`src/sv/sparsity_row_sorted_insert_defines.svh`:
```
// Assertion macros for the sparsity row insert block.
// Used by the top level only; bodies are empty when SYNTHESIS is defined.
`ifndef SPARSITY_ROW_SORTED_INSERT_DEFINES_SVH
`define SPARSITY_ROW_SORTED_INSERT_DEFINES_SVH
`ifndef SYNTHESIS
`define SRSI_ASSERT_IMPL(lbl, prop, msg) \
   lbl: assert property (@(posedge clock) disable iff (reset) (prop)) else $error(msg);
`define SRSI_ASSERT_NEXT(lbl, ante, cons, msg) \
   lbl: assert property (@(posedge clock) disable iff (reset) (ante) |=> (cons)) \
      else $error(msg);
`else
`define SRSI_ASSERT_IMPL(lbl, prop, msg)
`define SRSI_ASSERT_NEXT(lbl, ante, cons, msg)
`endif
`endif

```
`src/sv/srsi_pkg.sv`:
```
// Shared types and codes for the sparsity row insert block.
// No dependencies.
package srsi_pkg;

   typedef struct packed {
      logic       operation;
      logic [9:0] row;
      logic [9:0] column;
      logic [5:0] position;
   } req_type;

   typedef struct packed {
      logic [2:0] status;
      logic [6:0] row_length;
      logic [9:0] read_value;
   } rsp_type;

   localparam logic OP_INSERT = 1'b0;
   localparam logic OP_READ   = 1'b1;

   localparam logic [2:0] STAT_INSERTED  = 3'd0;
   localparam logic [2:0] STAT_PRESENT   = 3'd1;
   localparam logic [2:0] STAT_FULL      = 3'd2;
   localparam logic [2:0] STAT_READ_OK   = 3'd3;
   localparam logic [2:0] STAT_READ_PAST = 3'd4;

   typedef enum logic [3:0] {
      S_CLEAR,
      S_IDLE,
      S_LEN,
      S_PROBE,
      S_CMP,
      S_CHECK,
      S_SHIFT,
      S_PUT,
      S_RDATA,
      S_DONE
   } state_type;

endpackage

```
`src/sv/srsi_seq.sv`:
```
// Sequencer and shared compare/shift datapath for the sparsity row insert block.
// Depends on srsi_pkg; drives the entry and row-length RAMs.
module srsi_seq #(
   parameter int NUM_NODES = 1024,
   parameter int ROW_CAP   = 64,
   localparam int RW = $clog2(NUM_NODES),
   localparam int PW = $clog2(ROW_CAP),
   localparam int LW = $clog2(ROW_CAP + 1),
   localparam int AW = RW + PW
) (
   input  logic              clock,
   input  logic              reset,
   input  logic              req_valid,
   output logic              req_ready,
   input  srsi_pkg::req_type req_data,
   output logic              res_valid,
   input  logic              res_ready,
   output srsi_pkg::rsp_type res_data,
   output logic              cnt_we,
   output logic [RW-1:0]     cnt_waddr,
   output logic [LW-1:0]     cnt_wdata,
   output logic [RW-1:0]     cnt_raddr,
   input  logic [LW-1:0]     cnt_rdata,
   output logic              ent_we,
   output logic [AW-1:0]     ent_waddr,
   output logic [9:0]        ent_wdata,
   output logic [AW-1:0]     ent_raddr,
   input  logic [9:0]        ent_rdata
);

   localparam int XW = (RW > 10) ? RW : 10;
   localparam int CW = (LW > 6) ? LW : 6;
   localparam int PX = (PW > 6) ? PW : 6;

   srsi_pkg::state_type state_ff, state_in;
   srsi_pkg::rsp_type   res_ff, res_in;
   logic                op_ff, op_in;
   logic                inr_ff, inr_in;
   logic [RW-1:0]       row_ff, row_in;
   logic [9:0]          col_ff, col_in;
   logic [5:0]          pos_ff, pos_in;
   logic [LW-1:0]       len_ff, len_in;
   logic [LW-1:0]       lo_ff, lo_in;
   logic [LW-1:0]       n_ff, n_in;
   logic [LW-1:0]       half_ff, half_in;
   logic [LW-1:0]       mid_ff, mid_in;
   logic [LW-1:0]       rem_ff, rem_in;
   logic [LW-1:0]       sh_ff, sh_in;
   logic                wpend_ff, wpend_in;
   logic [PW-1:0]       waddr_ff, waddr_in;
   logic [RW-1:0]       clr_ff, clr_in;

   logic [XW-1:0] row_x;
   logic [PX-1:0] pos_x;
   logic [LW-1:0] half_c, mid_c, shp1, len_p1;

   assign row_x  = XW'(req_data.row);
   assign pos_x  = PX'(pos_ff);
   assign half_c = n_ff >> 1;
   assign mid_c  = lo_ff + half_c;
   assign shp1   = sh_ff + LW'(1);
   assign len_p1 = len_ff + LW'(1);

   always_ff @(posedge clock) begin
      if (reset) begin
         state_ff <= srsi_pkg::S_CLEAR;
         clr_ff   <= '0;
         wpend_ff <= 1'b0;
      end else begin
         state_ff <= state_in;
         clr_ff   <= clr_in;
         wpend_ff <= wpend_in;
      end
   end

   always_ff @(posedge clock) begin
      res_ff   <= res_in;
      op_ff    <= op_in;
      inr_ff   <= inr_in;
      row_ff   <= row_in;
      col_ff   <= col_in;
      pos_ff   <= pos_in;
      len_ff   <= len_in;
      lo_ff    <= lo_in;
      n_ff     <= n_in;
      half_ff  <= half_in;
      mid_ff   <= mid_in;
      rem_ff   <= rem_in;
      sh_ff    <= sh_in;
      waddr_ff <= waddr_in;
   end

   always_comb begin
      state_in  = state_ff;
      res_in    = res_ff;
      op_in     = op_ff;
      inr_in    = inr_ff;
      row_in    = row_ff;
      col_in    = col_ff;
      pos_in    = pos_ff;
      len_in    = len_ff;
      lo_in     = lo_ff;
      n_in      = n_ff;
      half_in   = half_ff;
      mid_in    = mid_ff;
      rem_in    = rem_ff;
      sh_in     = sh_ff;
      wpend_in  = wpend_ff;
      waddr_in  = waddr_ff;
      clr_in    = clr_ff;
      req_ready = 1'b0;
      res_valid = 1'b0;
      cnt_we    = 1'b0;
      cnt_waddr = row_ff;
      cnt_wdata = '0;
      cnt_raddr = row_x[RW-1:0];
      ent_we    = 1'b0;
      ent_waddr = {row_ff, waddr_ff};
      ent_wdata = ent_rdata;
      ent_raddr = {row_ff, mid_c[PW-1:0]};

      unique case (state_ff)
         srsi_pkg::S_CLEAR: begin
            cnt_we    = 1'b1;
            cnt_waddr = clr_ff;
            clr_in    = clr_ff + RW'(1);
            if (clr_ff == RW'(NUM_NODES - 1)) begin
               state_in = srsi_pkg::S_IDLE;
            end
         end
         srsi_pkg::S_IDLE: begin
            req_ready = 1'b1;
            if (req_valid) begin
               op_in    = req_data.operation;
               inr_in   = 32'(req_data.row) < NUM_NODES;
               row_in   = row_x[RW-1:0];
               col_in   = req_data.column;
               pos_in   = req_data.position;
               state_in = srsi_pkg::S_LEN;
            end
         end
         srsi_pkg::S_LEN: begin
            len_in            = cnt_rdata;
            res_in.read_value = '0;
            res_in.row_length = 7'(cnt_rdata);
            state_in          = srsi_pkg::S_DONE;
            if (!inr_ff) begin
               len_in            = '0;
               res_in.row_length = '0;
               res_in.status     = (op_ff == srsi_pkg::OP_READ) ?
                                   srsi_pkg::STAT_READ_PAST : srsi_pkg::STAT_FULL;
            end else if (op_ff == srsi_pkg::OP_READ) begin
               if (CW'(pos_ff) < CW'(cnt_rdata)) begin
                  ent_raddr = {row_ff, pos_x[PW-1:0]};
                  state_in  = srsi_pkg::S_RDATA;
               end else begin
                  res_in.status = srsi_pkg::STAT_READ_PAST;
               end
            end else if (cnt_rdata >= LW'(ROW_CAP)) begin
               res_in.status = srsi_pkg::STAT_FULL;
            end else begin
               lo_in    = '0;
               n_in     = cnt_rdata;
               state_in = srsi_pkg::S_PROBE;
            end
         end
         srsi_pkg::S_PROBE: begin
            rem_in   = len_ff - lo_ff;
            sh_in    = len_ff - LW'(1);
            wpend_in = 1'b0;
            if (n_ff != '0) begin
               half_in  = half_c;
               mid_in   = mid_c;
               state_in = srsi_pkg::S_CMP;
            end else if (lo_ff < len_ff) begin
               ent_raddr = {row_ff, lo_ff[PW-1:0]};
               state_in  = srsi_pkg::S_CHECK;
            end else begin
               state_in = srsi_pkg::S_SHIFT;
            end
         end
         srsi_pkg::S_CMP: begin
            if (ent_rdata < col_ff) begin
               lo_in = mid_ff + LW'(1);
               n_in  = n_ff - half_ff - LW'(1);
            end else begin
               n_in = half_ff;
            end
            state_in = srsi_pkg::S_PROBE;
         end
         srsi_pkg::S_CHECK: begin
            if (ent_rdata == col_ff) begin
               res_in.status     = srsi_pkg::STAT_PRESENT;
               res_in.row_length = 7'(len_ff);
               res_in.read_value = '0;
               state_in          = srsi_pkg::S_DONE;
            end else begin
               state_in = srsi_pkg::S_SHIFT;
            end
         end
         srsi_pkg::S_SHIFT: begin
            // read entry sh, write it one place up on the next cycle
            ent_raddr = {row_ff, sh_ff[PW-1:0]};
            if (rem_ff != '0) begin
               sh_in    = sh_ff - LW'(1);
               rem_in   = rem_ff - LW'(1);
               wpend_in = 1'b1;
               waddr_in = shp1[PW-1:0];
            end else begin
               wpend_in = 1'b0;
            end
            if (wpend_ff) begin
               ent_we = 1'b1;
            end
            if (rem_ff == '0 && !wpend_ff) begin
               state_in = srsi_pkg::S_PUT;
            end
         end
         srsi_pkg::S_PUT: begin
            ent_we            = 1'b1;
            ent_waddr         = {row_ff, lo_ff[PW-1:0]};
            ent_wdata         = col_ff;
            cnt_we            = 1'b1;
            cnt_wdata         = len_p1;
            res_in.status     = srsi_pkg::STAT_INSERTED;
            res_in.row_length = 7'(len_p1);
            res_in.read_value = '0;
            state_in          = srsi_pkg::S_DONE;
         end
         srsi_pkg::S_RDATA: begin
            res_in.status     = srsi_pkg::STAT_READ_OK;
            res_in.row_length = 7'(len_ff);
            res_in.read_value = ent_rdata;
            state_in          = srsi_pkg::S_DONE;
         end
         srsi_pkg::S_DONE: begin
            res_valid = 1'b1;
            if (res_ready) begin
               state_in = srsi_pkg::S_IDLE;
            end
         end
         default: begin
            state_in = srsi_pkg::S_IDLE;
         end
      endcase
   end

   assign res_data = res_ff;

endmodule

```
`config.mk`:
```
export PLATFORM = sky130hd
export DESIGN_NAME = srsi_seq
export DESIGN_NICKNAME = d
export VERILOG_FILES = /design/src/sv/sparsity_row_sorted_insert_defines.svh /design/src/sv/srsi_pkg.sv /design/src/sv/srsi_seq.sv
export SDC_FILE = /design/constraint.sdc
export NUM_CORES = 1
export LEC_CHECK = 0
export BUFFER_PORTS_ARGS = -buffer_cell sky130_fd_sc_hd__buf_2
export CORE_UTILIZATION = 60
export DETAILED_ROUTE_END_ITERATION = 12
export PLACE_DENSITY = 0.94
export SKIP_CTS_REPAIR_TIMING = 1
export SYNTH_ARGS = -nofsm -noshare
export SYNTH_HDL_FRONTEND = slang
export SYNTH_SLANG_ARGS = --single-unit
```
`constraint.sdc`:
```
create_clock -name clock -period 5.11 [get_ports clock]
set_input_delay 0.7665 -clock clock [delete_from_list [all_inputs] [get_ports clock]]
set_output_delay 0.7665 -clock clock [all_outputs]
set_load 0.02 [all_outputs]
```
==> impl_summary.md, run 1 <==
Hold path
The worst min-delay path startpoint is req_data[4]. The type of the tightest min-delay check is primary input to flop.

Worst setup path
The family with the most delay on the worst path is simple AND/OR/NAND/NOR gates. Of all nets on the critical path, the largest fanout is 45. The critical path goes through nor2b_1 > nand2_1 > a21oi_1 > buf_2.

STA classifies the critical path startpoint as a flop. The critical path capture point type is a primary output. The number of buffer and inverter stages on the critical path is 1. The worst setup path is of the flop to primary output kind. The arrival time of data at the critical path endpoint is 3.36 ns.

The largest single stage delay on the critical path is 0.88 ns. In this run the critical register-to-register path is launched from state_ff[3]$_SDFFE_PP0P_. Data on the critical path is required at its endpoint by 4.34 ns. The slowest stage cell on the critical path is sky130_fd_sc_hd__nand2_1. The source of the critical timing path is state_ff[1]$_SDFFE_PP0P_.

Pwr
Power comes to 2.38 mW. The total power per unit cell area is 297 mW/mm2. Registers are responsible for 42.8% of the overall power.

Of the total power, the share spent switching nets is 20.8%. Internal power comes to 1.88 mW. Combinational cells account for 3.9% of the total power. Summed over all nets, the switching power comes to 494 uW. The analysis attributes to cell leakage a power of 3.41 nW. Per report_power, the clock group accounts for 53.4% of the total. The worst-case IR drop observed on VDD is 0.210 mV.

GRT
In the global route stage, overall resource usage came out at 33.4%. The number of antenna violations at the first check in global routing is 0. The via count of the first global-routing pass is 5,599.

The global-route wire length before repair is 28,700 um. Entering global routing, the biggest net connects 46 pins. After global routing the overflow that remains totals 0.

Logic synthesis
The share of flip-flops with an asynchronous set or reset after synthesis is 0%. The most frequent cell after synthesis is sky130_fd_sc_hd__edfxtp_1. The synthesized flop and latch total is 115. Averaged over all synthesized cells, the footprint is 10.6 um2. The area of the mapped netlist is 0.00673 mm2.

The number of standard cells after synthesis is 635. The predominant post-synthesis flop cell is sky130_fd_sc_hd__edfxtp_1. The biggest area contributor in the post-synthesis netlist is sky130_fd_sc_hd__edfxtp_1. The part of the Yosys area used for sequential elements is 49.1%. The area share of the largest cell type after synthesis is 44.6%. By area the synthesized netlist is led by sky130_fd_sc_hd__edfxtp_1, sky130_fd_sc_hd__ha_1, sky130_fd_sc_hd__dfxtp_1. When the netlist entered floorplanning its net count stood at 727. Synthesis instantiated 60 different standard cells from the library. The synthesized design contains 100 enable-type register cells. The synthesis warning total is 0. The commonest cells after synthesis are sky130_fd_sc_hd__edfxtp_1, sky130_fd_sc_hd__nand2_1, sky130_fd_sc_hd__nor2_1, sky130_fd_sc_hd__o21ai_0.

Detailed routing
The detailed-route DRC error count is 0. The detailed-route wire length is 18,500 um. Across all layers, the routed design uses 5,702 vias. The detail-routed net length per standard cell is 20.4 um. The total iterations of the first detailed-routing run is 5. The number of DRC violations after detailed-routing iteration 0 is 614. Using the TritonRoute via totals, the vias-per-cell ratio works out to 6.29.

The post-route antenna net violation count is 0.

Placed design
The wire-length estimate of the detail-placed layout is 13,100 um. The cell count after placement is 875. The final weighted congestion of routability-driven global placement is 0.914. At the placement stage, the worst setup path has a slack of 1.53 ns. After detailed placement, the total cell area comes to 0.00737 mm2. The total of buffers placed on input and output ports is 140.

Clock network
The clock tree root driver cell is sky130_fd_sc_hd__clkbuf_8. The number of buffers added by the clock tree synthesis step is 17. Clock tree synthesis found a total of 115 sinks. The number of H-tree levels is 4. The deepest clock path buffer count is 2. TritonCTS built the clock tree. At the later pin of the worst-skew pair, clock insertion delay measures 0.53 ns. Clock-pin slew was measured on the worst setup and hold paths at 0.06 ns.

Timing
Setup repair after global routing left no endpoint under its margin. The max-slew violation count was 0. The post-layout minimum cycle time is 4.12 ns. The worst hold margin is 0.407 ns. After layout, the worst path uses 80.7% of the clock period.

The final total negative setup slack is 0 ns. Once routing completed, OpenROAD measured the worst setup slack at 0.987 ns. Timing would allow up to 0.243 GHz. The final-report setup violation count is 0. The slew at the pin closest to its max-slew limit is 1.28 ns. The final-report hold violation count is 0. Measured against its own limit, the worst slew margin works out to 14.4%.

On the final layout, the worst clock skew is 0.00745 ns.

Cells and area
The layout cell share with drive strength beyond 1 is 25.7%. After the last flow step, the layout net total stands at 846. After filler insertion, the fill cell instance count of the layout stands at 663. The number of inserted diodes is 0.

After routing the design area is 0.00800 mm2. The total area of multi-input combinational cells is 0.00302 mm2. Cells fill 73.5% of the core in the end.

The area growth from synthesis to layout is 19.0%. In the final layout, flip-flops and latches occupy 0.00330 mm2. The final standard cell count with taps included and fillers excluded is 907.

Flow run
Max-cap violations in this run came to 0.

Floorplanning
The floorplan has 38 rows. The die height is 108 um. The die footprint is 0.0116 mm2.

The die boundary width is 108 um. The initial utilization of the core area, before any placement, comes to 61.8%. The floorplan core area is 0.0109 mm2.

For this design the top-level I/O count stands at 141.

Outcome
The flow ran to the end, and the final reports show no timing, DRC or antenna violations.
[sequential cells by signal, indices dropped and copies added (netlist names), 10 cells and up]
| name | flops |
|---|---|
| clr_ff | 10 |
| res_data | 20 |
| col_ff | 10 |
| row_ff | 10 |
[cell type report]
class                           instances  area share, %
Clock buffer                           21           5.74
Clock inverter                         11           2.19
Inverter                               41           1.92
Multi-Input combinational cell        437           37.7
Sequential cell                       115           41.3
Tap cell                              140           2.19
Timing Repair Buffer                  142           8.94
[worst paths after layout]
path	cells after the start	slack, ns	end
worst min register to register	2	0.51	wpend_ff$_SDFFE_PP0P_
worst max-delay path	4	0.99	cnt_wdata[5]
worst min-delay path	1	0.41	pos_ff[4]$_DFFE_PP_
worst max register to register	7	1.56	res_data[18]$_DFFE_PP_
[power by group through the flow]
| stage | sequential [mW] | clock [mW] | combinational [mW] |
|---|---|---|---|
| 2_1_floorplan | 1.04 | 0 | 0.0489 |
| 3_3_place_gp | 1.04 | 0 | 0.0811 |
| 3_5_place_dp | 1.04 | 0 | 0.0872 |
| 4_1_cts | 1.02 | 1.27 | 0.0897 |
| 5_1_grt | 1.02 | 1.31 | 0.0979 |
| 6_report | 1.02 | 1.27 | 0.0916 |
[cells by family after synthesis]
family                     after synthesis  synth area share [%]
and+or+nand+nor                        201                  15.2
xor gates and xnor gates                42                  5.47
buffers and inverters                   83                  6.01
DFF                                    115                  49.1
adders and majority gates               44                  8.52
muxes                                   27                  4.22
AOI/OAI and AO/OA                      123                  11.5
[cells in the final DEF, fill, tap and decap left out, types with 6 or more instances in the layout]
cell type,Yosys,final
sky130_fd_sc_hd__mux2i_1,16,16
sky130_fd_sc_hd__o21ai_0,42,42
sky130_fd_sc_hd__buf_2,8,140
sky130_fd_sc_hd__a21oi_1,33,33
sky130_fd_sc_hd__xor2_1,15,15
sky130_fd_sc_hd__or3_1,7,7
sky130_fd_sc_hd__nand2_1,65,65
sky130_fd_sc_hd__nor2b_1,8,8
sky130_fd_sc_hd__nor2_1,48,48
sky130_fd_sc_hd__mux2_2,11,11
sky130_fd_sc_hd__a221o_1,6,6
sky130_fd_sc_hd__clkbuf_16,0,16
sky130_fd_sc_hd__and3_1,7,7
sky130_fd_sc_hd__nor3_1,12,12
sky130_fd_sc_hd__edfxtp_1,100,100
sky130_fd_sc_hd__xnor2_1,27,27
sky130_fd_sc_hd__o21bai_1,6,6
sky130_fd_sc_hd__dfxtp_1,15,15
sky130_fd_sc_hd__inv_1,41,41
sky130_fd_sc_hd__nand3_1,9,9
sky130_fd_sc_hd__ha_1,41,41
sky130_fd_sc_hd__and2_1,14,14
sky130_fd_sc_hd__a211oi_1,6,6
[metal layers]
layer | global-route usage (%) | vias up | part of all wire (%)
li1 | - | 2500 | -
met1 | 41.4 | 2666 | 36
met2 | 54.2 | 446 | 47
met3 | 8.05 | 90 | 12
met4 | 17.3 | 0 | 4.1
met5 | 0 | - | 0
Power figures use the tool's default switching activity.
==> run 2: changes to the inputs <==
--- a/config.mk
+++ b/config.mk
@@ -6,9 +6,9 @@
 export NUM_CORES = 1
 export LEC_CHECK = 0
 export BUFFER_PORTS_ARGS = -buffer_cell sky130_fd_sc_hd__buf_2
-export CORE_UTILIZATION = 60
+export CORE_UTILIZATION = 56
 export DETAILED_ROUTE_END_ITERATION = 12
-export PLACE_DENSITY = 0.94
+export PLACE_DENSITY = 0.89
 export SKIP_CTS_REPAIR_TIMING = 1
 export SYNTH_ARGS = -nofsm -noshare
 export SYNTH_HDL_FRONTEND = slang
==> constraint.sdc (replaced) <==
create_clock -name clock -period 3.8 [get_ports clock]
set_input_delay 0.57 -clock clock [delete_from_list [all_inputs] [get_ports clock]]
set_output_delay 0.57 -clock clock [all_outputs]
set_load 0.02 [all_outputs]
==> run 2 against run 1 <==
The flow now finishes with violations (DRC); flip-flop and latch count did not move; non-clock buffer count grew 6; sequential share of layout area rose by 0.084 points; worst setup slack worse by 0.82 ns.
==> impl_summary.md, run 2 (synthesized netlist as in run 1, its figures left out) <==
Worst setup path
The critical path starts at n_ff[1]$_DFFE_PP_. The worst setup path is of the flop to primary output kind. The required time at the endpoint of the critical path was 3.23 ns (-1.11 ns). The highest net fanout along the worst path is 5 (-89%). The element type at the critical path start is a flop. The launch instance of the worst register-to-register path is state_ff[1]$_SDFFE_PP0P_.

The critical path capture point type is a primary output. The cell count of the worst reg-to-reg path is 4 (-3). The delay of the slowest cell on the worst path was 0.50 ns (-0.38 ns). The worst reg-to-reg setup slack is 0.69 ns (-0.87 ns). The largest individual stage delay along the critical path comes from the cell sky130_fd_sc_hd__edfxtp_1.

The most critical setup path has its endpoint at ent_raddr[4]. The arrival time of data at the critical path endpoint is 3.06 ns (-0.30 ns). Traced cell by cell, the critical path runs through ha_1 > fa_1 > a21o_1 > a21oi_1 > xnor2_1 > inv_1 > a222oi_1 > nand2_1 > buf_2. The worst reg2reg path endpoint is rem_ff[5]$_DFFE_PP_.

Timing
The final clock skew is 0.00730 ns (-0.000152 ns). The final worst-path setup slack came to 0.166 ns (-0.821 ns). The final-report hold violation count is 0 (unchanged).

Dividing the final minimum period by the clock period gives 95.6%. The normalized max-slew margin is 32.2% (+18 points). The slew at the pin closest to its max-slew limit is 1.01 ns (-0.270 ns). The worst hold margin is 0.319 ns (-0.0882 ns). The max-slew violation count is 0 (unchanged). The final total negative setup slack came to 0 ns (unchanged).

Derived from the worst setup path, the maximum achievable clock frequency is 0.275 GHz. The routed design could run at a clock period as short as 3.63 ns. Setup repair after global routing left no endpoint under its margin. The final-report setup violation count was 0 (unchanged).

Outcome
The flow ran to the end, but the final reports show violations. The final reports fail on DRC.

Hold path
The type of the tightest min-delay check is primary input to flop.

Cells and area
The final standard cell count with taps included and fillers excluded is 916 (+0.99%). The number of nets in the layout is 852 (+0.71%). The fill cell total of the finished layout is 839 (+27%). Compared with the post-synthesis result, the final layout area differs by 18.7%. The number of flip-flops under the largest register name is 20 (unchanged). The post-route core utilization is 69.0% (-4.4 points). The number of inserted diodes came to 0 (unchanged). In the layout the commonest cells are sky130_fd_sc_hd__buf_2, sky130_fd_sc_hd__edfxtp_1, sky130_fd_sc_hd__nand2_1.

The post-route cell area is 0.00799 mm2 (-0.20%). The layout cell share with drive strength beyond 1 is 26.3% (+0.58 points). The commonest non-fill, non-tap cell in the layout is sky130_fd_sc_hd__buf_2.

Pwr
The leakage dissipation is 3.41 nW (+0.17%). The post-layout total power is 3.03 mW (+27%). The total power per unit cell area came to 379 mW/mm2 (+27%). The worst ir drop on vdd is 0.242 mV (+15%).

Flow run
The max capacitance violation total is 0 (unchanged).

GRT
The via count of the first global-routing pass is 5,343 (-4.6%). The global route total overflow is 0 (unchanged). The global-route wire length before repair was 27,800 um (-3.3%). The number of antenna violations at the first check in global routing was 0 (unchanged). The pin count of the biggest net entering global routing is 37 (-20%).

The global-route total usage across every layer is 29.4% (-4.0 points).

Clock network
The CTS sink count is 115 (unchanged). TritonCTS built the clock tree. The clock input transition at the sequential cells of the worst setup and hold paths is 0.06 ns (about the same). The root buffer cell chosen for the clock tree is sky130_fd_sc_hd__clkbuf_16. The clock network latency to the later pin of the worst-skew pair is 0.42 ns (-0.11 ns).

The deepest clock path buffer count is 2 (unchanged). The number of buffers added by the clock tree synthesis step is 17 (unchanged). The number of H-tree levels is 4 (unchanged).

Placed design
The cell count after placement came to 884 (+1.0%). The total cell area at the placement stage is 0.00742 mm2 (+0.66%). The final weighted congestion of routability-driven global placement came to 0.977 (+6.9%). The worst setup timing slack at the placement stage is 0.671 ns (-0.854 ns). The post-detailed-placement half-perimeter wirelength is 13,200 um (+0.26%). The total of buffers placed on input and output ports is 140 (unchanged).

Detailed routing
The via count came to 5,533 (-3.0%). The detailed-route wire length is 17,700 um (-4.7%). The detailed-route DRC error count is 10 (+10). The post-route antenna net violation count is 0 (unchanged). The detail-routed net length per standard cell came to 19.3 um (-5.6%).

The number of DRC violations after detailed-routing iteration 0 is 649 (+5.7%). The total iterations of the first detailed-routing run is 9 (+4). The via density per instance came to 6.04 (-3.9%).

Floorplanning
The die height is 112 um (+3.4%). The die footprint came to 0.0125 mm2 (+7.0%). The effective utilization at floorplan is 58.2% (-3.6 points). The die boundary width was 112 um (+3.4%). The number of placement rows came to 39 (+2.6%). The floorplan core area is 0.0116 mm2 (+6.2%).

The I/O pin total came to 141 (unchanged).
==> run 2: cell count changes in the layout (fill, tap and decap cells not counted) <==
| cell | before | now |
|---|---|---|
| sky130_fd_sc_hd__buf_4 | 2 | 8 |
| sky130_fd_sc_hd__clkinv_2 | 1 | 6 |
| sky130_fd_sc_hd__clkbuf_8 | 4 | 0 |
| sky130_fd_sc_hd__bufinv_16 | 4 | 2 |
| sky130_fd_sc_hd__clkbuf_16 | 16 | 17 |
| sky130_fd_sc_hd__clkinv_4 | 3 | 4 |
| sky130_fd_sc_hd__inv_6 | 1 | 0 |
==> run 2: worst max-delay path, delay by kind of cell (launching register included) <==
family                     cells  cell delay [ns]
AOI/OAI and AO/OA              3             0.79
xor gates and xnor gates       1             0.22
adders and majority gates      2             0.71
buffers and inverters          2             0.29
DFF                            1             0.50
and+or+nand+nor                1             0.13
==> run 2: worst min-delay path by stage <==
stage                           from               endpoint  slack, ns  depth (start not counted)
5_1_grt                  req_data[2]    pos_ff[2]$_DFFE_PP_       0.31                          1
6_report                 req_data[2]    pos_ff[2]$_DFFE_PP_       0.32                          1
4_1_cts                  req_data[0]    pos_ff[0]$_DFFE_PP_       0.31                          1
3_3_place_gp   wpend_ff$_SDFFE_PP0P_  wpend_ff$_SDFFE_PP0P_       0.45                          2
2_1_floorplan  wpend_ff$_SDFFE_PP0P_  wpend_ff$_SDFFE_PP0P_       0.45                          2
3_5_place_dp   wpend_ff$_SDFFE_PP0P_  wpend_ff$_SDFFE_PP0P_       0.47                          2
==> run 2: metal layers <==
metal | GRT usage, % | vias to the layer above | routed length (um)
met3 | 7.08 | 68 | 1950
met1 | 37.4 | 2610 | 6710
met4 | 15.7 | 0 | 724
met2 | 46.5 | 345 | 8290
met5 | 0 | - | 0
li1 | - | 2510 | -
==> run 2: area by class of cell <==
class                   count  area, um2  area share, %
clock buffers              18        429           5.37
clock inverters            14        140           1.75
inverters                  41        154           1.93
multi-input cells         437       3020           37.8
flip-flops and latches    115       3300           41.4
well taps                 143        179           2.24
repair buffers            148        761           9.53
==> run 2: power breakdown <==
part	leakage [nW]	total [mW]	internal (mW)	switching (mW)
clock network	0.279	1.54	0.957	0.581
logic	2.13	0.119	0.0487	0.0705
registers	1.01	1.37	1.36	0.00359
